### src/sv/lrukv_pkg.sv
// Package for the LRU key/value cache: payload word types, cell command
// struct, controller states and shared constants. No dependencies.
`timescale 1ns / 1ps
`default_nettype none

package lrukv_pkg;

  localparam int MAX_ENTRIES_DEF = 16;
  localparam int KEY_W           = 32;
  localparam int VAL_W           = 32;
  localparam int CAP_W           = 5;
  localparam logic [CAP_W-1:0] CAP_RESET = 5'd16;

  localparam logic ACT_GET = 1'b0;
  localparam logic ACT_PUT = 1'b1;

  typedef struct packed {
    logic                    action;
    logic [KEY_W-1:0]        key;
    logic signed [VAL_W-1:0] put_value;
  } in_word_t;

  typedef struct packed {
    logic                    hit;
    logic signed [VAL_W-1:0] read_value;
  } out_word_t;

  // Command broadcast from the controller to every cell.
  typedef struct packed {
    logic                    clear;
    logic                    touch;
    logic                    set_value;
    logic                    ins;
    logic                    evict;
    logic [KEY_W-1:0]        key;
    logic signed [VAL_W-1:0] value;
  } cell_cmd_t;

  typedef enum logic {
    ST_IDLE,
    ST_UPDATE
  } lrukv_state_t;

endpackage

`default_nettype wire

### src/sv/lrukv_cell.sv
// One entry of the LRU key/value cache: key, value, valid bit and recency rank.
// Depends on lrukv_pkg; chained to its neighbours through the free-slot token.
`timescale 1ns / 1ps
`default_nettype none

module lrukv_cell import lrukv_pkg::*; #(
  parameter int RANK_W = 4
) (
  input  wire logic                    clk,
  input  wire logic                    rst_n,
  input  wire logic [KEY_W-1:0]        lookup_key,
  input  wire cell_cmd_t               cmd,
  input  wire logic [RANK_W-1:0]       hit_rank,
  input  wire logic [RANK_W-1:0]       evict_rank,
  input  wire logic                    free_in,
  output logic                         free_out,
  output logic                         match,
  output logic [RANK_W-1:0]            rank,
  output logic signed [VAL_W-1:0]      value
);

  logic                    valid_r, valid_nxt;
  logic [RANK_W-1:0]       rank_r, rank_nxt;
  logic [KEY_W-1:0]        key_r, key_nxt;
  logic signed [VAL_W-1:0] value_r, value_nxt;
  logic                    match_r;
  logic                    victim, avail, claim;

  // Ranks form a permutation of 0..occupancy-1 over the valid cells, so the
  // least recent cell is the one whose rank equals occupancy minus one.
  assign victim   = cmd.evict & valid_r & (rank_r == evict_rank);
  assign avail    = ~valid_r | victim;
  assign claim    = cmd.ins & free_in & avail;
  assign free_out = free_in & ~avail;

  always_comb begin
    valid_nxt = valid_r;
    rank_nxt  = rank_r;
    key_nxt   = key_r;
    value_nxt = value_r;
    priority if (cmd.clear) begin
      valid_nxt = 1'b0;
      rank_nxt  = '0;
    end else if (cmd.touch) begin
      if (match_r) begin
        rank_nxt = '0;
        if (cmd.set_value) begin
          value_nxt = cmd.value;
        end
      end else if (valid_r && (rank_r < hit_rank)) begin
        rank_nxt = rank_r + RANK_W'(1);
      end
    end else if (cmd.ins) begin
      if (claim) begin
        valid_nxt = 1'b1;
        rank_nxt  = '0;
        key_nxt   = cmd.key;
        value_nxt = cmd.value;
      end else if (victim) begin
        valid_nxt = 1'b0;
        rank_nxt  = '0;
      end else if (valid_r) begin
        rank_nxt = rank_r + RANK_W'(1);
      end
    end
  end

  always_ff @(posedge clk) begin
    if (!rst_n) begin
      valid_r <= 1'b0;
      rank_r  <= '0;
      match_r <= 1'b0;
    end else begin
      valid_r <= valid_nxt;
      rank_r  <= rank_nxt;
      // The compare runs every cycle; it is used the cycle after acceptance.
      match_r <= valid_r & (key_r == lookup_key);
    end
  end

  always_ff @(posedge clk) begin
    key_r   <= key_nxt;
    value_r <= value_nxt;
  end

  assign match = match_r;
  assign rank  = rank_r;
  assign value = value_r;

endmodule

`default_nettype wire

### src/sv/lru_key_value_cache.sv
// Top level of the fully associative LRU key/value cache: controller and
// a row of lrukv_cell entries. Depends on lrukv_pkg and lrukv_cell.
//
// Usage. A request word (action, key, put_value) is taken on in_word at a
// rising edge where start is high and busy is low. In the cycle after that
// edge every cell holds the result of its key compare and busy is high; at
// the end of that cycle all cells update their ranks together and, on a
// put that misses, the cell chosen by the free-slot chain takes a new key.
// A get gives one result word on out_word, marked by out_strobe for exactly
// one cycle; it is registered as the busy cycle ends. A put gives no
// result. The receiver cannot stall, so results are never held. busy is
// low again in the cycle the result is shown, so a new request is taken
// only after the last one's registered key compare and rank update.
// Writing cfg_wdata with cfg_we high sets the capacity and empties the cache
// in the same edge; do it only while idle. Reset empties the cache and sets
// the capacity to 16. A capacity of zero acts as one and one above
// MAX_ENTRIES acts as MAX_ENTRIES.
`timescale 1ns / 1ps
`default_nettype none

module lru_key_value_cache import lrukv_pkg::*; #(
  parameter int MAX_ENTRIES = MAX_ENTRIES_DEF
) (
  input  wire logic             clk,
  input  wire logic             rst_n,
  input  wire logic             start,
  output logic                  busy,
  input  wire in_word_t         in_word,
  output logic                  out_strobe,
  output out_word_t             out_word,
  input  wire logic             cfg_we,
  input  wire logic [CAP_W-1:0] cfg_wdata
);

  localparam int RANK_W = (MAX_ENTRIES > 1) ? $clog2(MAX_ENTRIES) : 1;
  localparam int OCC_W  = $clog2(MAX_ENTRIES + 1);

  lrukv_state_t            state_r, state_nxt;
  in_word_t                req_r;
  logic [CAP_W-1:0]        cap_r;
  logic [OCC_W-1:0]        occ_r, occ_nxt, occ_m1;
  logic                    out_strobe_r, out_strobe_nxt;
  out_word_t               out_word_r, out_word_nxt;
  logic                    accept, hit, full;
  logic [31:0]             cap_ext, eff_cap;
  logic [RANK_W-1:0]       hit_rank, evict_rank;
  logic signed [VAL_W-1:0] hit_value;
  cell_cmd_t               cmd;

  logic [MAX_ENTRIES-1:0]  match;
  logic [MAX_ENTRIES:0]    free_chain;
  logic [RANK_W-1:0]       rank  [MAX_ENTRIES];
  logic signed [VAL_W-1:0] value [MAX_ENTRIES];

  assign accept = start & (state_r == ST_IDLE);

  // Keys are unique among valid cells, so at most one match bit is set.
  always_comb begin
    hit_rank  = '0;
    hit_value = '0;
    for (int i = 0; i < MAX_ENTRIES; i++) begin
      hit_rank  = hit_rank  | (rank[i]  & {RANK_W{match[i]}});
      hit_value = hit_value | (value[i] & {VAL_W{match[i]}});
    end
  end
  assign hit = |match;

  always_comb begin
    cap_ext = 32'(cap_r);
    if (cap_ext == 32'd0) begin
      eff_cap = 32'd1;
    end else if (cap_ext > 32'(MAX_ENTRIES)) begin
      eff_cap = 32'(MAX_ENTRIES);
    end else begin
      eff_cap = cap_ext;
    end
  end
  assign full       = 32'(occ_r) >= eff_cap;
  assign occ_m1     = occ_r - OCC_W'(1);
  assign evict_rank = occ_m1[RANK_W-1:0];

  always_comb begin
    state_nxt      = state_r;
    busy           = 1'b0;
    occ_nxt        = occ_r;
    out_strobe_nxt = 1'b0;
    out_word_nxt   = out_word_r;
    cmd            = '0;
    cmd.key        = req_r.key;
    cmd.value      = req_r.put_value;
    cmd.clear      = cfg_we;
    unique case (state_r)
      ST_IDLE: begin
        if (accept) begin
          state_nxt = ST_UPDATE;
        end
      end
      ST_UPDATE: begin
        busy      = 1'b1;
        state_nxt = ST_IDLE;
        cmd.touch = hit;
        if (req_r.action == ACT_PUT) begin
          cmd.set_value = hit;
          cmd.ins       = ~hit;
          cmd.evict     = ~hit & full;
          if (!hit && !full) begin
            occ_nxt = occ_r + OCC_W'(1);
          end
        end else begin
          out_strobe_nxt          = 1'b1;
          out_word_nxt.hit        = hit;
          out_word_nxt.read_value = hit_value;
        end
      end
      default: begin
        state_nxt = ST_IDLE;
      end
    endcase
    if (cfg_we) begin
      occ_nxt = '0;
    end
  end

  always_ff @(posedge clk) begin
    if (!rst_n) begin
      state_r      <= ST_IDLE;
      cap_r        <= CAP_RESET;
      occ_r        <= '0;
      out_strobe_r <= 1'b0;
    end else begin
      state_r      <= state_nxt;
      occ_r        <= occ_nxt;
      out_strobe_r <= out_strobe_nxt;
      if (cfg_we) begin
        cap_r <= cfg_wdata;
      end
    end
  end

  always_ff @(posedge clk) begin
    out_word_r <= out_word_nxt;
    if (accept) begin
      req_r <= in_word;
    end
  end

  // The free-slot token enters at cell 0 and is taken by the lowest cell
  // that is empty or is being evicted.
  assign free_chain[0] = 1'b1;

  for (genvar g = 0; g < MAX_ENTRIES; g++) begin : g_cell
    lrukv_cell #(
      .RANK_W (RANK_W)
    ) u_cell (
      .clk        (clk),
      .rst_n      (rst_n),
      .lookup_key (in_word.key),
      .cmd        (cmd),
      .hit_rank   (hit_rank),
      .evict_rank (evict_rank),
      .free_in    (free_chain[g]),
      .free_out   (free_chain[g+1]),
      .match      (match[g]),
      .rank       (rank[g]),
      .value      (value[g])
    );
  end

  assign out_strobe = out_strobe_r;
  assign out_word   = out_word_r;

endmodule

`default_nettype wire
### config.mk
export PLATFORM = sky130hd
export DESIGN_NAME = lru_key_value_cache
export DESIGN_NICKNAME = d
export VERILOG_FILES = /design/src/sv/lrukv_pkg.sv /design/src/sv/lrukv_cell.sv /design/src/sv/lru_key_value_cache.sv
export SDC_FILE = /design/constraint.sdc
export NUM_CORES = 2
export LEC_CHECK = 0
export BUFFER_PORTS_ARGS = -buffer_cell sky130_fd_sc_hd__buf_4
export CAP_MARGIN = 5
export CORE_UTILIZATION = 56
export CTS_CLUSTER_SIZE = 8
export DETAILED_ROUTE_END_ITERATION = 6
export PLACE_DENSITY_LB_ADDON = 0.15
export SLEW_MARGIN = 20
export SYNTH_ARGS = -nofsm -noshare
export SYNTH_HDL_FRONTEND = slang
export SYNTH_SLANG_ARGS = --single-unit
### constraint.sdc
create_clock -name clk -period 5.3 [get_ports clk]
set_input_delay 0.53 -clock clk [delete_from_list [all_inputs] [get_ports clk]]
set_output_delay 0.53 -clock clk [all_outputs]
set_load 0.005 [all_outputs]
## Word-level counts from Yosys, hierarchy flattened

Index checks and enable logic that the tools add are counted.

- Add/sub/neg operators: 18
- Order comparisons: 18
- Equal/unequal tests: 65
- Muxes and demuxes: 217
- Bitwise logic cells: 210
- Reductions and logical operators: 138

Operators by type and width:

| kind | count |
|---|---|
| $mux W32 | 66 |
| $and A32 B32 Y32 | 16 |
| $eq A32 B32 Y1 | 16 |
| $or A32 B32 Y32 | 15 |
| $mux W4 | 113 |
| $reduce_and A3 Y1 | 33 |
| $and A1 B1 Y1 | 95 |
| $reduce_and A5 Y1 | 16 |
| $reduce_bool A2 Y1 | 33 |
| $add A4 B1 Y4 const B | 16 |
| $and A4 B4 Y4 | 16 |
| $eq A4 B4 Y1 | 16 |
| $lt A4 B4 Y1 | 16 |
| $reduce_and A4 Y1 | 16 |
| $reduce_bool A4 Y1 | 16 |
| $or A4 B4 Y4 | 15 |
| $ne A3 B1 Y1 const B | 16 |
| $not A1 Y1 | 37 |
| $mux W1 | 35 |
| $ge A5 B32 Y1 | 1 |
| $ne A2 B1 Y1 const B | 16 |
| $logic_and A1 B1 Y1 | 17 |
| $or A1 B1 Y1 | 16 |
| $reduce_or A16 Y1 | 1 |
| 11 further kinds | 13 |

- Flip-flop bits (word level): 1230
- Bits of input ports: 74
- Output and inout bits: 35
- Word-level logic and storage cells: 755

## Longest topological paths before layout

- Word-level depth: 30
- Mapped depth: 16

## Hierarchy

Synthesis repeated with hierarchy kept, for this count alone.

- Cells, all modules: 3244
- Area total of the unflattened synthesis: 51007.7 um^2

Modules (own cells, without submodules):

| module | instances | cells an instance | area an instance (um^2) | seq. area each (um^2) |
|---|---|---|---|---|
| lrukv_cell | 16 | 167 | 2765.2 | 2042.0 |
| lru_key_value_cache | 1 | 572 | 6765.2 | 3183.1 |

## Worst setup path before layout

OpenSTA, ideal clock, no wires.

- Path kind: reg-to-reg
- Start: register occ_r[0]
- End: register g_cell[10].u_cell.key_r[0], enable pin
- Library setup time: 468 ps
- Data arrival time: 5181 ps
- Slack: -349 ps
- Cell stages (with the launch flop): 14
- Path buffers: 3
- Clock period less this slack: 5649 ps
- Cells stage by stage: dfxtp_1 -> buf_4 -> buf_2 -> inv_1 -> ha_1 -> buf_2 -> xnor2_4 -> xor2_1 -> a32oi_1 -> a21oi_1 -> nor2_1 -> and3_1 -> nand2_1 -> nor3b_1

RTL lines:

| element | RTL line | text |
|---|---|---|
| from (decl) | lru_key_value_cache.sv:41 | `logic [OCC_W-1:0] occ_r, occ_nxt, occ_m1;` |
| from (signal assigned) | lru_key_value_cache.sv:132 | `occ_r <= occ_nxt;` |
| $sub A4 B1 Y4 (*) | lru_key_value_cache.sv:79 | `assign occ_m1 = occ_r - OCC_W'(1);` |
| named net g_cell[0].u_cell.evict_rank[0] | lrukv_cell.sv:14 | `input wire logic [RANK_W-1:0] evict_rank,` |
| $eq A4 B4 Y1 | lrukv_cell.sv:31 | `assign victim = cmd.evict & valid_r & (rank_r == evict_rank);` |
| $and A1 B1 Y1 | lrukv_cell.sv:31 |  |
| $or A1 B1 Y1 | lrukv_cell.sv:32 | `assign avail = ~valid_r \| victim;` |
| $not A1 Y1 | lrukv_cell.sv:34 | `assign free_out = free_in & ~avail;` |
| $and A1 B1 Y1 (9 in a row) | lrukv_cell.sv:34 |  |
| $and A1 B1 Y1 | lrukv_cell.sv:33 | `assign claim = cmd.ins & free_in & avail;` |
| $and A1 B1 Y1 (*) | lrukv_cell.sv:33 |  |
| $reduce_and A4 Y1 (no line) (*) | n/a |  |
| to (signal assigned) | lrukv_cell.sv:82 | `key_r <= key_nxt;` |
| to (decl) | lrukv_cell.sv:24 | `logic [KEY_W-1:0] key_r, key_nxt;` |

The timed path passes the listed nets; every way through them passes the cells marked *.
A chain may end at the register's enable or synchronous reset.

## Worst setup path after layout

- Start: register occ_r[2]
- End: register g_cell[8].u_cell.value_r[21], enable pin

- Word-level cells in the longest chain between the ends: 19

Ends and longest elaborated chain:

| element | RTL line | text |
|---|---|---|
| $ge A5 B32 Y1 | lru_key_value_cache.sv:78 | `assign full = 32'(occ_r) >= eff_cap;` |
| $and A1 B1 Y1 | lru_key_value_cache.sv:105 | `cmd.evict = ~hit & full;` |
| $mux W3 | lru_key_value_cache.sv:102 | `if (req_r.action == ACT_PUT) begin` |
| $mux W4 | lru_key_value_cache.sv:92 | `unique case (state_r)` |
| $and A1 B1 Y1 (2 in a row) | lrukv_cell.sv:31 |  |
| $or A1 B1 Y1 | lrukv_cell.sv:32 |  |
| $not A1 Y1 | lrukv_cell.sv:34 |  |
| $and A1 B1 Y1 (7 in a row) | lrukv_cell.sv:34 |  |
| $and A1 B1 Y1 | lrukv_cell.sv:33 |  |
| $and A1 B1 Y1 (*) | lrukv_cell.sv:33 |  |
| $reduce_bool A2 Y1 (no line) (*) | n/a |  |
| $reduce_and A5 Y1 (no line) (*) | n/a |  |
| to (signal assigned) | lrukv_cell.sv:83 | `value_r <= value_nxt;` |
| to (decl) | lrukv_cell.sv:25 | `logic signed [VAL_W-1:0] value_r, value_nxt;` |

Every way passes the cells marked *; elsewhere a longest branch is shown, timed or not.

==> flow_summary.json <==
{
  "crit_type": "flip-flop to flip-flop",
  "cp.arrival_ps": 4810,
  "ios": 109,
  "min_period_over_period": 0.831,
  "synthXorXnorAreaFrac": 0.109,
  "final_nets": 3565,
  "cap_violations": 0,
  "cts_buffers": 172,
  "clockBufferDepth": 3,
  "synth_top_family_by_area": "XOR/XNOR gates",
  "core_area_um2": 88800,
  "syn_area_um2": 50500,
  "tightest_slew_ps": 1230,
  "synth_nets": 3337,
  "placementRows": 109,
  "leakage_nw": 19.4,
  "path_clk_slew_ps": 60,
  "yosys-top-cells-area": "edfxtp_1, xor2_1, dfxtp_1, xnor2_1, a22o_1",
  "synth_edf_count": 1122,
  "grt_pass1_wl_um": 219000,
  "synth_compound_area_frac": 0.0813,
  "totalWireLength_um": 154000,
  "hold_violations": 0,
  "wl_per_cell_um": 33.1,
  "crit_fanout": 32,
  "setup_viol": 0,
  "place.gp.congestion": 0.947,
  "die_area_um2": 91400,
  "yosysSeqAreaShare": 0.710,
  "synthCells": 3192,
  "status": "finished clean",
  "fin_skew_ps": 42.9,
  "slew_viol_final": 0,
  "setup_tns_ps": 0,
  "grt_pass1_vias": 30900,
  "synth-adder-area-share": 0.0176,
  "p_per_area_nw_per_um2": 368,
  "yosys.area_share.simple": 0.0622,
  "port_buffers": 108,
  "hold_buffers": 35,
  "die_h_um": 302,
  "fmax_mhz": 227,
  "max-slew-margin-rel": 0.181,
  "start_util": 0.569,
  "critPathCaptureType": "flip-flop",
  "vias": 30900,
  "synth_most_common_cell": "edfxtp_1",
  "dp_cells": 4376,
  "clock_latency_ps": 800,
  "syn_to_final_growth_pct": 15.9,
  "die_x_um": 302,
  "crit_required_ps": 5710,
  "dr.pass1.iters": 5,
  "root_buffer": "clkbuf_16",
  "synth-seq-cells": 1230,
  "antenna_found_initial": 6,
  "synth.distinct_cells": 87,
  "final_cells": 4664,
  "yosysTopAreaCellShare": 0.667,
  "clock-sinks": 1230,
  "syn_avg_cell_area_um2": 15.8,
  "ys.flop_type": "edfxtp_1",
  "hold_class": "primary input to flip-flop",
  "ctsResizeCount": 0,
  "ys_top_cells_by_count": "edfxtp_1, xor2_1, xnor2_1",
  "drive_above_1_share": 0.132,
  "drc": 0,
  "total_power_mw": 21.5,
  "ant_nets": 0,
  "cts_htree_levels": 4,
  "drt_iter0_markers": 3534,
  "yosysWarnings": 0,
  "gr-total-overflow": 0,
  "critPathLaunchType": "flip-flop",
  "tritoncts": "yes",
  "vias_per_cell": 6.62,
  "yosysTopAreaCell": "edfxtp_1",
  "hold_ws_ps": 33.5,
  "grt_setup_unrepaired": "false",
  "fin_crit_ps": 4400,
  "grt_usage": 0.343,
  "grt_max_degree": 40,
  "async_flop_share": 0,
  "synthMuxAreaShare": 0.00429,
  "post_cts.repair.setup_buffers": 0,
  "dp_hpwl_um": 89200,
  "ir_drop_uv": 313
}
==> cell families after synthesis <==
| kind of cell | Yosys count |
|---|---|
| buf+inv | 201 |
| flops | 1230 |
| xor+xnor | 591 |
| simple gates | 555 |
| compound gates | 523 |
| fa+ha+maj | 71 |
| mux | 21 |
==> critical path, cell delays in order (launching register included) <==
cell and delay, ps:
dfxtp_1 860, ha_1 380, a31oi_1 190, nor2_1 100, a2111oi_2 320, buf_4 310, nor2_1 240, a21oi_1 460
nand3_1 330, a21oi_4 210, buf_4 560
==> final timing paths <==
check | slack [ps] | to | start | depth (start not counted)
min reg2reg | 530 | g_cell[7].u_cell.rank[2]$_SDFFE_PP0P_ | g_cell[7].u_cell.rank[2]$_SDFFE_PP0P_ | 2
min | 30 | cap_r[0]$_SDFFE_PN0P_ | cfg_wdata[0] | 3
max reg2reg | 900 | g_cell[8].u_cell.value[21]$_DFFE_PP_ | occ_r[2]$_SDFFE_PP0P_ | 10
max | 900 | g_cell[8].u_cell.value[21]$_DFFE_PP_ | occ_r[2]$_SDFFE_PP0P_ | 10
==> routing by layer <==
metal	vias to the layer above	global-route usage	part of all wire
li1	12900	-	-
met1	15900	0.449	0.38
met2	1750	0.562	0.49
met3	356	0.0654	0.092
met4	2	0.146	0.041
met5	-	0	0.000084
==> cell usage in the layout (no fill, tap or decap), drive strengths merged, types with 5 or more instances in the layout <==
cell and instances:
a211oi 6, a21boi 5, a21oi 67, a221oi 137, a22o 138, a22oi 20, a31oi 7, and2 9
and3 16, and4 6, buf 191, clkbuf 233, clkinv 9, dfxtp 108, dlygate4sd3 35, edfxtp 1122
ha 71, inv 35, mux2 5, mux2i 16, nand2 65, nand2b 12, nand3 34, nand4 117
nor2 98, nor2b 12, nor3 22, nor3b 7, nor4 104, o2111ai 5, o21a 29, o21ai 54
o31ai 11, or2 7, or3 11, or4 25, xnor2 181, xnor3 20, xor2 388
==> area by class of cell <==
type | count | area, um2
Sequential cell | 1230 | 35900
Clock buffer | 233 | 4550
Multi-Input combinational cell | 1761 | 14200
Fill cell | 6012 | 30300
Tap cell | 1165 | 1460
Inverter | 29 | 109
Antenna cell | 4 | 10.0
Clock inverter | 16 | 395
Timing Repair Buffer | 226 | 1940
==> flip-flops by register name (all words and copies together), names as in the netlist, 5 cells and up <==
| signal | flops |
|---|---|
| g_cell.u_cell.value | 512 |
| cap_r | 5 |
| g_cell.u_cell.valid_r | 16 |
| occ_r | 5 |
| out_word | 33 |
| g_cell.u_cell.rank | 64 |
| cmd | 64 |
| g_cell.u_cell.key_r | 512 |
| g_cell.u_cell.match | 16 |
==> power by group <==
part	internal, mW	switching (mW)	total (mW)	leakage [nW]
Combinational	0.204	0.426	0.630	6.01
Sequential	10.7	0.159	10.8	11.0
Clock	6.01	4.07	10.1	2.37
==> stage by stage <==
step	utilization	setup WS (ps)	area, um2
after floorplan	-	152	50500
after global placement	0.598	1080	53100
after detailed placement	0.599	1030	53200
after CTS	0.659	983	58500
after global routing	0.659	690	58500
final	0.659	898	58500
No activity file was read; power rests on OpenSTA's default activity.
